### config.mk
export PLATFORM = sky130hd
export DESIGN_NAME = genotype_record_parser_flat
export DESIGN_NICKNAME = d
export VERILOG_FILES = /design/src/rtl/grp_pkg.sv /design/src/rtl/grp_if.sv /design/src/rtl/grp_in_stage.sv /design/src/rtl/grp_parse_core.sv /design/src/rtl/grp_out_stage.sv /design/src/rtl/genotype_record_parser.sv /design/src/flat_wrapper.sv
export SDC_FILE = /design/constraint.sdc
export NUM_CORES = 1
export LEC_CHECK = 0
export BUFFER_PORTS_ARGS = -buffer_cell sky130_fd_sc_hd__buf_2
export CORE_UTILIZATION = 52
export CTS_CLUSTER_SIZE = 24
export DETAILED_ROUTE_END_ITERATION = 12
export PLACE_DENSITY = 0.71
export SYNTH_ARGS = -nofsm -noshare
export SYNTH_HDL_FRONTEND = slang
export SYNTH_SLANG_ARGS = --single-unit
### constraint.sdc
create_clock -name clk -period 16.3 [get_ports clk]
set_input_delay 0.815 -clock clk [delete_from_list [all_inputs] [get_ports clk]]
set_output_delay 0.815 -clock clk [all_outputs]
set_load 0.02 [all_outputs]
### src/rtl/grp_pkg.sv
// Package with character codes and the structs shared by the genotype record parser.
package grp_pkg;

	// Character codes that steer the parser.
	localparam logic [7:0] ChNul  = 8'h00;
	localparam logic [7:0] ChHash = 8'h23;
	localparam logic [7:0] ChR    = 8'h72;
	localparam logic [7:0] ChM    = 8'h4D;
	localparam logic [7:0] ChSp   = 8'h20;
	localparam logic [7:0] ChTab  = 8'h09;
	localparam logic [7:0] ChCr   = 8'h0D;
	localparam logic [7:0] ChLf   = 8'h0A;
	localparam logic [7:0] Ch0    = 8'h30;
	localparam logic [7:0] Ch9    = 8'h39;

	localparam int IdWidth = 32;

	// Saturation limits of the field and character counters.
	localparam logic [2:0] FieldMax = 3'd4;
	localparam logic [1:0] PosMax   = 2'd3;

	// Field numbers of a record.
	localparam logic [2:0] FieldId    = 3'd0;
	localparam logic [2:0] FieldChrom = 3'd1;
	localparam logic [2:0] FieldGeno  = 3'd3;

	// Contents of the input register.
	typedef struct packed {
		logic       valid;
		logic [7:0] data;
	} stage_t;

	// One finished record as handed to the output register.
	typedef struct packed {
		logic               emit;
		logic [IdWidth-1:0] snp_id;
		logic [7:0]         allele_one;
		logic [7:0]         allele_two;
	} result_t;

endpackage

### src/rtl/grp_if.sv
// Interfaces for the byte request channel and the record request channel.
interface grp_byte_if;
	logic       valid;
	logic       ready;
	logic [7:0] byte_in;

	modport source (output valid, output byte_in, input ready);
	modport sink (input valid, input byte_in, output ready);
endinterface

interface grp_rec_if;
	logic                       valid;
	logic                       ready;
	logic [grp_pkg::IdWidth-1:0] snp_id;
	logic [7:0]                 allele_one;
	logic [7:0]                 allele_two;

	modport source (output valid, output snp_id, output allele_one, output allele_two,
		input ready);
	modport sink (input valid, input snp_id, input allele_one, input allele_two,
		output ready);
endinterface

### src/rtl/grp_in_stage.sv
// Input register that holds one byte request until the parser takes it.
module grp_in_stage (
	input  logic              clk,
	input  logic              arst_n,
	grp_byte_if.sink          stream,
	input  logic              advance,
	output grp_pkg::stage_t   s1
);

	logic       valid_s1;
	logic [7:0] byte_s1;

	// A new request may enter when the register is empty or drains this cycle.
	assign stream.ready = !valid_s1 || advance;

	// Valid bit of the input register.
	always_ff @(posedge clk or negedge arst_n) begin
		if (!arst_n) begin
			valid_s1 <= 1'b0;
		end else if (stream.valid && stream.ready) begin
			valid_s1 <= 1'b1;
		end else if (advance) begin
			valid_s1 <= 1'b0;
		end
	end

	// Byte payload; it needs no reset.
	always_ff @(posedge clk) begin
		if (stream.valid && stream.ready) begin
			byte_s1 <= stream.byte_in;
		end
	end

	assign s1.valid = valid_s1;
	assign s1.data  = byte_s1;

endmodule

### src/rtl/grp_parse_core.sv
// Parser state and the per-byte next-state logic that ends records.
module grp_parse_core (
	input  logic              clk,
	input  logic              arst_n,
	input  grp_pkg::stage_t   s1,
	input  logic              advance,
	output grp_pkg::result_t  res
);

	logic                        in_header_q, in_comment_q, at_line_start_q, after_cr_q;
	logic [2:0]                  field_number_q;
	logic [1:0]                  char_position_q;
	logic                        id_has_prefix_q, digits_done_q, mito_flag_q;
	logic [grp_pkg::IdWidth-1:0] id_accumulator_q;
	logic [7:0]                  first_allele_q, second_allele_q;

	logic                        in_header_d, in_comment_d, at_line_start_d, after_cr_d;
	logic [2:0]                  field_number_d;
	logic [1:0]                  char_position_d;
	logic                        id_has_prefix_d, digits_done_d, mito_flag_d;
	logic [grp_pkg::IdWidth-1:0] id_accumulator_d;
	logic [7:0]                  first_allele_d, second_allele_d;

	logic                        fire;
	logic                        finish;
	logic [7:0]                  c;
	logic [grp_pkg::IdWidth+3:0] times_ten;
	logic                        is_digit;

	assign fire = s1.valid && advance;
	assign c    = s1.data;

	// Accumulator times ten plus the digit, with four guard bits for saturation.
	assign is_digit  = (c >= grp_pkg::Ch0) && (c <= grp_pkg::Ch9);
	assign times_ten = {1'b0, id_accumulator_q, 3'b000} + {3'b000, id_accumulator_q, 1'b0}
		+ {{(grp_pkg::IdWidth){1'b0}}, c[3:0] - grp_pkg::Ch0[3:0]};

	// Next state for the byte in the input register.
	always_comb begin
		in_header_d      = in_header_q;
		in_comment_d     = in_comment_q;
		at_line_start_d  = at_line_start_q;
		after_cr_d       = 1'b0;
		field_number_d   = field_number_q;
		char_position_d  = char_position_q;
		id_has_prefix_d  = id_has_prefix_q;
		digits_done_d    = digits_done_q;
		id_accumulator_d = id_accumulator_q;
		mito_flag_d      = mito_flag_q;
		first_allele_d   = first_allele_q;
		second_allele_d  = second_allele_q;
		finish           = 1'b0;

		if (c == grp_pkg::ChNul) begin
			finish = 1'b1;
		end else if (in_comment_q) begin
			// Header comment lines end only at LF.
			if (c == grp_pkg::ChLf) begin
				in_comment_d    = 1'b0;
				at_line_start_d = 1'b1;
			end
		end else if (in_header_q && at_line_start_q && c == grp_pkg::ChHash) begin
			in_comment_d    = 1'b1;
			at_line_start_d = 1'b0;
		end else begin
			in_header_d = 1'b0;
			if (c == grp_pkg::ChLf && after_cr_q) begin
				// The LF of a CRLF pair is absorbed.
			end else if (c == grp_pkg::ChCr || c == grp_pkg::ChLf) begin
				after_cr_d = (c == grp_pkg::ChCr);
				finish     = 1'b1;
			end else if (c == grp_pkg::ChTab) begin
				at_line_start_d = 1'b0;
				if (field_number_q < grp_pkg::FieldMax) begin
					field_number_d = field_number_q + 3'd1;
				end
				char_position_d = 2'd0;
			end else begin
				at_line_start_d = 1'b0;
				if (field_number_q == grp_pkg::FieldId) begin
					if (char_position_q == 2'd0) begin
						id_has_prefix_d = (c == grp_pkg::ChR);
					end else if (char_position_q >= 2'd2 && id_has_prefix_q && !digits_done_q)
					begin
						if (is_digit) begin
							id_accumulator_d = (times_ten[grp_pkg::IdWidth+3:grp_pkg::IdWidth] != 4'd0)
								? {(grp_pkg::IdWidth){1'b1}}
								: times_ten[grp_pkg::IdWidth-1:0];
						end else begin
							digits_done_d = 1'b1;
						end
					end
				end else if (field_number_q == grp_pkg::FieldChrom) begin
					if (char_position_q == 2'd0) begin
						mito_flag_d = (c == grp_pkg::ChM);
					end
				end else if (field_number_q == grp_pkg::FieldGeno) begin
					if (char_position_q == 2'd0) begin
						first_allele_d = c;
					end else if (char_position_q == 2'd1) begin
						second_allele_d = c;
					end
				end
				if (char_position_q < grp_pkg::PosMax) begin
					char_position_d = char_position_q + 2'd1;
				end
			end
		end

		// A finished record clears the per-record fields.
		if (finish) begin
			at_line_start_d  = 1'b1;
			field_number_d   = 3'd0;
			char_position_d  = 2'd0;
			id_has_prefix_d  = 1'b0;
			digits_done_d    = 1'b0;
			id_accumulator_d = '0;
			mito_flag_d      = 1'b0;
			first_allele_d   = grp_pkg::ChSp;
			second_allele_d  = grp_pkg::ChSp;
		end

		// A zero byte returns the parser to its state after reset.
		if (c == grp_pkg::ChNul) begin
			in_header_d  = 1'b1;
			in_comment_d = 1'b0;
			after_cr_d   = 1'b0;
		end
	end

	// Result of the record that this byte ends, if any.
	assign res.emit       = fire && finish && (id_accumulator_q != '0) && !mito_flag_q;
	assign res.snp_id     = id_accumulator_q;
	assign res.allele_one = first_allele_q;
	assign res.allele_two = second_allele_q;

	// Parser state registers.
	always_ff @(posedge clk or negedge arst_n) begin
		if (!arst_n) begin
			in_header_q      <= 1'b1;
			in_comment_q     <= 1'b0;
			at_line_start_q  <= 1'b1;
			after_cr_q       <= 1'b0;
			field_number_q   <= 3'd0;
			char_position_q  <= 2'd0;
			id_has_prefix_q  <= 1'b0;
			digits_done_q    <= 1'b0;
			id_accumulator_q <= '0;
			mito_flag_q      <= 1'b0;
			first_allele_q   <= grp_pkg::ChSp;
			second_allele_q  <= grp_pkg::ChSp;
		end else if (fire) begin
			in_header_q      <= in_header_d;
			in_comment_q     <= in_comment_d;
			at_line_start_q  <= at_line_start_d;
			after_cr_q       <= after_cr_d;
			field_number_q   <= field_number_d;
			char_position_q  <= char_position_d;
			id_has_prefix_q  <= id_has_prefix_d;
			digits_done_q    <= digits_done_d;
			id_accumulator_q <= id_accumulator_d;
			mito_flag_q      <= mito_flag_d;
			first_allele_q   <= first_allele_d;
			second_allele_q  <= second_allele_d;
		end
	end

endmodule

### src/rtl/grp_out_stage.sv
// Output register that holds one record request until the sink takes it.
module grp_out_stage (
	input  logic              clk,
	input  logic              arst_n,
	input  grp_pkg::result_t  res,
	output logic              stall,
	grp_rec_if.source         result
);

	logic                        valid_q;
	logic [grp_pkg::IdWidth-1:0] snp_id_q;
	logic [7:0]                  allele_one_q;
	logic [7:0]                  allele_two_q;

	// A waiting record that is not taken holds the parser.
	assign stall = valid_q && !result.ready;

	// Valid bit of the output register.
	always_ff @(posedge clk or negedge arst_n) begin
		if (!arst_n) begin
			valid_q <= 1'b0;
		end else if (res.emit) begin
			valid_q <= 1'b1;
		end else if (result.ready) begin
			valid_q <= 1'b0;
		end
	end

	// Record payload; it needs no reset.
	always_ff @(posedge clk) begin
		if (res.emit) begin
			snp_id_q     <= res.snp_id;
			allele_one_q <= res.allele_one;
			allele_two_q <= res.allele_two;
		end
	end

	assign result.valid      = valid_q;
	assign result.snp_id     = snp_id_q;
	assign result.allele_one = allele_one_q;
	assign result.allele_two = allele_two_q;

endmodule

### src/rtl/genotype_record_parser.sv
// Top level of the genotype record parser: input register, parser, output register.
//
//   channel  | direction | payload                           | per request
//   ---------+-----------+-----------------------------------+-----------------------
//   stream   | in        | byte_in[7:0]                      | one file byte
//   result   | out       | snp_id[31:0], allele_one, allele_two | one finished record
//
// One byte is parsed per clock while the output register is not held by the sink;
// a byte request can then be taken in every cycle. The byte that ends a record
// passes the input register; the record then goes into the output register.
// The parser state advances only while the output register is not held by the sink.
// Reset (arst_n low) empties both registers and returns the parser to header mode.
module genotype_record_parser (
	input  logic      clk,
	input  logic      arst_n,
	grp_byte_if.sink  stream,
	grp_rec_if.source result
);

	grp_pkg::stage_t  s1;
	grp_pkg::result_t res;
	logic             stall;

	// Byte request register.
	grp_in_stage u_in_stage (
		.clk     (clk),
		.arst_n  (arst_n),
		.stream  (stream),
		.advance (!stall),
		.s1      (s1)
	);

	// Parser state and record logic.
	grp_parse_core u_parse_core (
		.clk     (clk),
		.arst_n  (arst_n),
		.s1      (s1),
		.advance (!stall),
		.res     (res)
	);

	// Record request register.
	grp_out_stage u_out_stage (
		.clk    (clk),
		.arst_n (arst_n),
		.res    (res),
		.stall  (stall),
		.result (result)
	);

endmodule

### src/flat_wrapper.sv
// flat-port wrapper written by rule: the top's interface ports become plain ports
module genotype_record_parser_flat 
  (clk, arst_n, stream_valid, stream_byte_in, stream_ready, result_valid, result_snp_id, result_allele_one, result_allele_two, result_ready);
  grp_byte_if stream_i ();
  grp_rec_if result_i ();
  input  logic clk;
  input  logic arst_n;
  input wire logic [$bits(stream_i.valid)-1:0] stream_valid;
  input wire logic [$bits(stream_i.byte_in)-1:0] stream_byte_in;
  output wire logic [$bits(stream_i.ready)-1:0] stream_ready;
  output wire logic [$bits(result_i.valid)-1:0] result_valid;
  output wire logic [$bits(result_i.snp_id)-1:0] result_snp_id;
  output wire logic [$bits(result_i.allele_one)-1:0] result_allele_one;
  output wire logic [$bits(result_i.allele_two)-1:0] result_allele_two;
  input wire logic [$bits(result_i.ready)-1:0] result_ready;
  assign stream_i.valid = stream_valid;
  assign stream_i.byte_in = stream_byte_in;
  assign stream_ready = stream_i.ready;
  assign result_valid = result_i.valid;
  assign result_snp_id = result_i.snp_id;
  assign result_allele_one = result_i.allele_one;
  assign result_allele_two = result_i.allele_two;
  assign result_i.ready = result_ready;
  genotype_record_parser u_core (.clk(clk), .arst_n(arst_n), .stream(stream_i), .result(result_i));
endmodule
==> results of run 1 <==
## final timing paths
path,start,end
max,u_core.u_parse_core.id_accumulator_q[14],u_core.u_parse_core.id_accumulator_q[10]
max reg2reg,u_core.u_parse_core.id_accumulator_q[14],u_core.u_parse_core.id_accumulator_q[10]
min reg2reg,u_core.u_parse_core.first_allele_q[4],u_core.u_out_stage.result.allele_one[4]
min in group asynchronous,arst_n,u_core.u_parse_core.first_allele_q[2]
min,u_core.u_parse_core.first_allele_q[4],u_core.u_out_stage.result.allele_one[4]
max in group asynchronous,arst_n,u_core.u_parse_core.id_accumulator_q[21]
## logic make-up after synthesis
kind of cell	after synthesis
AO/OA/AOI/OAI	195
flip-flops	118
buffers and inverters	50
AND/OR/NAND/NOR	178
multiplexers	21
XOR/XNOR	24
adder cells (fa/ha/maj)	73
## cell usage in the layout (no fill, tap or decap), types with 4 or more instances in the layout
cell type / n
ha_1: 71
a21oi_1: 70
buf_2: 61
dfrtp_1: 58
edfxtp_1: 56
nand2_1: 50
a31oi_1: 37
nor2_1: 33
inv_1: 25
o21ai_0: 21
mux2_2: 18
clkbuf_16: 17
nor4_1: 16
nor3_1: 14
xnor2_1: 13
nand3_1: 11
a21o_1: 11
xor2_1: 11
nand2b_1: 9
o21bai_1: 8
nor2b_1: 7
o21a_1: 7
o211ai_1: 7
nand4_1: 6
and2_1: 6
buf_4: 6
inv_6: 5
or3b_2: 4
and3_1: 4
clkinv_4: 4
dfstp_2: 4
## metal layers
metal | GRT usage, % | up-vias | share of wire (%)
li1 | - | 2623 | -
met1 | 33.9 | 2662 | 44
met2 | 41.6 | 217 | 49
met3 | 4.51 | 30 | 4.6
met4 | 9.13 | 0 | 2.3
met5 | 0 | - | 0
## power breakdown
| group | switching, mW | internal (mW) |
|---|---|---|
| logic | 0.0196 | 0.0141 |
| registers | 0.00930 | 0.319 |
| clock network | 0.151 | 0.200 |
## registers in the layout (all words and copies together) (netlist names)
signal	count
u_core.u_parse_core.char_position_q	2
u_core.u_parse_core.field_number_q	3
u_core.u_out_stage.result.allele_two	8
u_core.u_in_stage.byte_s1	8
u_core.u_out_stage.result.allele_one	8
u_core.u_parse_core.mito_flag_q	1
u_core.u_parse_core.id_accumulator_q	32
u_core.u_parse_core.second_allele_q	8
u_core.u_in_stage.valid_s1	1
u_core.u_parse_core.id_has_prefix_q	1
u_core.u_parse_core.at_line_start_q	1
u_core.u_parse_core.digits_done_q	1
u_core.u_out_stage.result.snp_id	32
u_core.u_parse_core.first_allele_q	8
u_core.u_parse_core.after_cr_q	1
u_core.u_parse_core.in_comment_q	1
u_core.u_out_stage.result.valid	1
u_core.u_parse_core.in_header_q	1
## final cells by class
class | instances | area (µm²) | share of cell area [%]
sequential | 118 | 3240 | 40.6
clock buffer | 17 | 425 | 5.33
clock inverter | 15 | 135 | 1.69
inverter | 25 | 93.8 | 1.18
timing repair buffer | 67 | 350 | 4.39
tap | 172 | 215 | 2.70
multi-input combinational | 491 | 3520 | 44.1
## critical path, stage by stage (launching register included)
cell and delay [ns]:
dfrtp_1 0.45, ha_1 0.32, ha_1 0.40, a21oi_1 0.27
o21ai_0 0.18, a221oi_1 0.52, nand2_1 0.22, a2111oi_0 0.42
a41o_2 0.58, a31oi_1 0.18
## per-stage QoR
step / instances / hold slack, ns / utilization [%] / power, mW / setup slack [ns]
2_1_floorplan: 659 / 0.419 / - / 0.353 / 10.32
3_3_place_gp: 873 / 0.425 / 57.9 / 0.365 / 12.73
3_5_place_dp: 873 / 0.431 / 57.9 / 0.367 / 12.66
4_1_cts: 905 / 0.444 / 62.2 / 0.718 / 12.67
5_1_grt: 905 / 0.460 / 62.2 / 0.737 / 12.17
6_report: 905 / 0.445 / 62.2 / 0.713 / 12.59
==> metrics, run 1 <==
outcome completed; grt ovf 0; Total GRT Usage 25.4%; Worst-Margin Slew 0.847 ns; DR pass1 iterations 5; worst r2r path cells 9; largest family of logic cells by synthesized area compound AO/OA/AOI/OAI gates; Critical Path AT 3.97 ns; post-synthesis sequential area ratio 46.5%; Compound-Gate Fraction of Synth Area 17.7%; largest net degree at the start of global routing 63; Port Buffers 61; Setup TNS 0 ns; Num CTS Buffers 17; vias in the first global route 5331; row count 41; hold_buf cts 0; cell taking the most area after synthesis edfxtp_1; Routed WL 17000 µm; post-placement cell area 7420 µm²; Post-CTS Resized 0; Avg WL per Cell 18.8 µm; largest cells by area after synthesis edfxtp_1, dfrtp_1, ha_1; fin crit period 3.71 ns; post-route cell area 7980 µm²; initial antenna violation count 0; drt via density 6.11; Max clock buf depth 2; Peak Freq 270 MHz; gpl congestion 0.956; IO Pins 62; Async S/R FF share, synth 52.5%; CTS tree done; share of cells above drive strength 1 18.1%; clock slew at reported path FFs 0.06 ns; die width 118 µm; routed vias 5532; simple-gate share of the synthesized area 13.0%; number of synthesized flops with an enable pin 56; core outline area 12800 µm²; top cell type's share of synthesized area 24.1%; global-route wire length before repair 27600 µm; Final ANT Viol Nets 0; Hold Path Stages 0; Slew HR 43.4%; crit start category flip-flop; most common cell in the netlist ha_1; critical-path maximum fanout 32; H-tree depth 4; drt drc 0; Mapped Avg Cell Area 10.6 µm²; Hold Vio Cnt, Final 0; final worst path period share 22.7%; Hold Path Class reg -> reg; synth unique cells 62; synth cell count leaders ha_1, a21oi_1, dfrtp_1; clock skew 0.00763 ns; Leak 3.55 nW; CP Class reg -> reg; Post-Syn Area 6960 µm²; Final #Nets 805; Starting Density 54.3%; clk sinks 118; Layout area overhead 14.6%; Post-Syn Nets 744; HPWL after DPL 12300 µm; buffer count from post-CTS setup fixing 0; # setup viols final 0; FF-to-FF setup slack 12.59 ns; Synth Area in Adders 13.3%; RSZ-0062 raised after global routing no; max_cap viols 0; cell count after synthesis 659; Cell Pwr Density 89.3 nW/µm²; max-slew violation count 0; CTS Root Cell clkbuf_16; synth warn 0; fill count 1022; post-synthesis mux area share 3.34%; Yosys reg bits 118; die area 13900 µm²; Synth Flop Type dfrtp_1; Inserted Diodes 0; Setup crit end kind flip-flop; Die Ht 118 µm; initial DRC count 514; Worst Path Required 16.56 ns; clock latency on the worst-skew pair 0.41 ns; maximum vdd drop 0.0730 mV; xor and xnor area share after synthesis 3.02%
(Power assumes the default switching activity.)
==> inputs of run 2 (changes only) <==
- clock period: 16.3 -> 3.69 ns (I/O delays scaled with it)
==> metrics, run 2 (synthesis gave the netlist of run 1 again) <==
Worst Path Required 3.97 ns; Routed WL 17300 µm; Peak Freq 286 MHz; Hold Path Class in -> reg; maximum vdd drop 0.350 mV; IO Pins 62; gpl congestion 0.929; outcome completed; Starting Density 54.3%; Cell Pwr Density 388 nW/µm²; max-slew violation count 0; row count 41; Die Ht 118 µm; CP Class reg -> reg; Setup WS post-layout 0.196 ns; share of cells above drive strength 1 18.5%; Leak 3.66 nW; critical-path maximum fanout 25; fin crit period 3.49 ns; global-route wire length before repair 28000 µm; routed vias 5674; Inserted Diodes 0; drt drc 0; Final #Nets 824; FF-to-FF setup slack 0.20 ns; Setup crit end kind flip-flop; CTS Root Cell clkbuf_16; RSZ-0062 raised after global routing no; H-tree depth 4; die width 118 µm; HPWL after DPL 12400 µm; Num CTS Buffers 17; max_cap viols 0; Slew HR 56.9%; CTS tree done; clock latency on the worst-skew pair 0.41 ns; drt via density 6.14; Worst-Margin Slew 0.646 ns; core outline area 12800 µm²; initial antenna violation count 0; Cell Count, Final, Fillers Out 924; Total GRT Usage 25.7%; Setup TNS 0 ns; Avg WL per Cell 18.7 µm; Placed Instances 882; die area 13900 µm²; clk sinks 118; total power 3.18 mW; Layout area overhead 17.6%; Hold Vio Cnt, Final 0; Port Buffers 61; Critical Path AT 3.77 ns; clock slew at reported path FFs 0.05 ns; DR pass1 iterations 5; # setup viols final 0; vias in the first global route 5538; pre-CTS setup slack 0.236 ns; crit start category flip-flop; Final ANT Viol Nets 0; commonest non-fill, non-tap cell in the layout ha_1; Max clock buf depth 2; clock skew 0.00711 ns; final worst path period share 94.7%; commonest cells after routing, fill and taps aside ha_1, a21oi_1, buf_2, dfrtp_1, edfxtp_1; initial DRC count 384; grt ovf 0; largest net degree at the start of global routing 36
run 2: path summary, 6_finish.rpt:
check / start / to / depth (start not counted)
max: u_core.u_parse_core.id_accumulator_q[14] / u_core.u_parse_core.id_accumulator_q[9] / 10
min: result_ready / u_core.u_in_stage.valid_s1 / 4
max reg2reg: u_core.u_parse_core.id_accumulator_q[14] / u_core.u_parse_core.id_accumulator_q[9] / 10
min reg2reg: u_core.u_parse_core.second_allele_q[0] / u_core.u_out_stage.result.allele_two[0] / 0
max in group asynchronous: arst_n / u_core.u_parse_core.first_allele_q[5] / 3
min in group asynchronous: arst_n / u_core.u_parse_core.second_allele_q[2] / 2
run 2: critical path, stage by stage, from the launching register on:
cell and delay (ns):
dfrtp_1 0.47, ha_1 0.33, ha_1 0.42, a21oi_1 0.32, o21ai_0 0.24, a221oi_2 0.35, nand2_1 0.18, a2111oi_0 0.42
a41o_2 0.30, buf_12 0.21, a31oi_1 0.11
run 2: where the power goes:
group | switching (mW) | internal [mW] | leakage [nW]
Sequential | 0.0402 | 1.41 | 1.32
Combinational | 0.0913 | 0.0702 | 2.06
Clock | 0.568 | 1.00 | 0.276
Total | 0.699 | 2.48 | 3.66
run 2: layout make-up:
type | count | area (µm²)
Inverter | 25 | 93.8
Sequential cell | 118 | 3240
Clock inverter | 11 | 109
Tap cell | 172 | 215
Clock buffer | 21 | 450
Multi-Input combinational cell | 491 | 3540
Fill cell | 989 | 4630
Timing Repair Buffer | 86 | 543
run 2: per-layer routing:
metal	routed length (µm)	GRT usage (%)
met1	7730	32.7
met2	8370	43.2
met3	794	4.70
met4	362	10.3
met5	0	0
run 2: through the flow:
step / instance area, µm² / utilization (%) / hold WS, ns
6_report: 8190 / 63.9 / 0.129
5_1_grt: 8190 / 63.9 / 0.156
4_1_cts: 8180 / 63.8 / 0.0963
3_5_place_dp: 7520 / 58.7 / 0.242
3_3_place_gp: 7520 / 58.7 / 0.227
2_1_floorplan: 6980 / - / -0.111
run 2: repair_timing:
item,CTS,global route
buffers inserted,0,0
endpoints found under the setup margin,0,26
hold buffers,10,0
gates resized for setup,0,1
hold endpoints to repair,34,0
==> inputs of run 3 (changes only) <==
- HOLD_SLACK_MARGIN: default -> 0.15
==> metrics, run 3 (synthesis gave the netlist of run 1 again) <==
Hold Path Class in -> reg; vias in the first global route 5546; most used cell, CP ha_1; drt via density 6.14; Cell Pwr Density 388 nW/µm²; Starting Density 54.3%; crit start category flip-flop; Slew HR 57.1%; maximum vdd drop 0.349 mV; total power 3.18 mW; core outline area 12800 µm²; IO Pins 62; clock network fraction of total power 49.2%; Layout area overhead 17.8%; switching share of power 21.9%; drt drc 0; HPWL after DPL 12400 µm; die width 118 µm; Worst Path Required 3.97 ns; Min Hold Slack 0.214 ns; sequential share of power 45.7%; largest net degree at the start of global routing 36; Cell Count, Final, Fillers Out 925; grt met3 use 4.70%; die area 13900 µm²; Worst Path Buf+Inv 1; met1 GRT Util 32.8%; Setup crit end kind flip-flop; RSZ-0062 raised after global routing no; sw power 697 µW; max_cap viols 0; Hold Vio Cnt, Final 0; CTS Root Cell clkbuf_16; Leak 3.66 nW; Worst-Margin Slew 0.643 ns; Avg WL per Cell 18.7 µm; global-route wire length before repair 28100 µm; Most Crowded Layer GR met2; # setup viols final 0; clk sinks 118; fin crit period 3.50 ns; DR pass1 iterations 5; initial DRC count 392; Setup WS post-layout 0.187 ns; Final ANT Viol Nets 0; Total GRT Usage 25.7%; H-tree depth 4; gpl congestion 0.929; clock slew at reported path FFs 0.05 ns; Inserted Diodes 0; clock latency on the worst-skew pair 0.41 ns; largest delay contributor family on the critical path compound AO/OA/AOI/OAI gates; Peak Freq 285 MHz; CTS tree done; Die Ht 118 µm; critical-path maximum fanout 25; CP Class reg -> reg; final worst path period share 94.9%; Setup TNS 0 ns; share of cells above drive strength 1 18.5%; CP max stage cell dfrtp_1; Port Buffers 61; row count 41; Placed Instances 882; Routed WL 17300 µm; routed vias 5682; clock skew 0.00695 ns; max-slew violation count 0; Max clock buf depth 2; pre-CTS setup slack 0.236 ns; routing usage on met2 43.2%; commonest non-fill, non-tap cell in the layout ha_1; commonest cells after routing, fill and taps aside ha_1, a21oi_1, buf_2, dfrtp_1, edfxtp_1; worst-path cell chain ha_1 > ha_1 > a21oi_1 > o21ai_0 > a221oi_2 > nand2_1 > a2111oi_0 > a41o_2 > buf_12 > a31oi_1; Critical Path AT 3.78 ns; Final #Nets 825; part of the power in combinational logic 5.1%; Int Power 2.48 mW; CP max stage delay 0.47 ns; outcome completed; grt ovf 0; initial antenna violation count 0; Num CTS Buffers 17
==> run 3: final timing paths <==
check,depth (start not counted),slack (ns),start,end
hold / removal,3,0.21,result_ready,u_core.u_out_stage.result.valid
setup reg to reg,10,0.19,u_core.u_parse_core.id_accumulator_q[14],u_core.u_parse_core.id_accumulator_q[9]
min in group asynchronous,2,0.36,arst_n,u_core.u_parse_core.second_allele_q[2]
max in group asynchronous,3,2.41,arst_n,u_core.u_parse_core.id_accumulator_q[25]
hold reg to reg,0,0.44,u_core.u_parse_core.second_allele_q[0],u_core.u_out_stage.result.allele_two[0]
setup / recovery,10,0.19,u_core.u_parse_core.id_accumulator_q[14],u_core.u_parse_core.id_accumulator_q[9]
==> run 3: final cells by class <==
cell class	instances	area, µm²
well taps	172	215
repair buffers	87	553
clock buffers	21	450
inverters	25	93.8
flip-flops and latches	118	3240
multi-input cells	491	3540
fillers	986	4620
clock inverters	11	109
==> run 3: stage by stage <==
step / util (%) / area [µm²]
floorplan: - / 6980
global placement: 58.7 / 7520
detailed placement: 58.7 / 7520
CTS: 63.9 / 8190
global route: 63.9 / 8200
finish: 63.9 / 8200
==> run 3: worst reg2reg max path, cell delays in order, from the launching register on <==
cell	delay (ns)
dfrtp_1	0.47
ha_1	0.34
ha_1	0.42
a21oi_1	0.32
o21ai_0	0.24
a221oi_2	0.35
nand2_1	0.17
a2111oi_0	0.43
a41o_2	0.30
buf_12	0.21
a31oi_1	0.13
==> run 3: repair_timing <==
action / in CTS / in global routing
gates resized for setup: 0 / 1
hold endpoints to repair: 34 / 0
setup endpoints to repair: 0 / 26
buffers inserted: 0 / 0
hold buffers: 11 / 0
==> run 3: layer usage <==
metal / vias to the layer above / wire [µm]
met5: - / 0
met4: 0 / 350
met3: 29 / 870
met2: 208 / 8420
met1: 2783 / 7640
li1: 2662 / -
==> run 3: power groups by stage <==
stage / clock network (mW) / logic, mW / registers, mW
detailed placement: 0 / 0.153 / 1.47
global placement: 0 / 0.143 / 1.47
finish: 1.57 / 0.162 / 1.45
global route: 1.64 / 0.179 / 1.45
floorplan: 0 / 0.105 / 1.46
CTS: 1.58 / 0.164 / 1.45
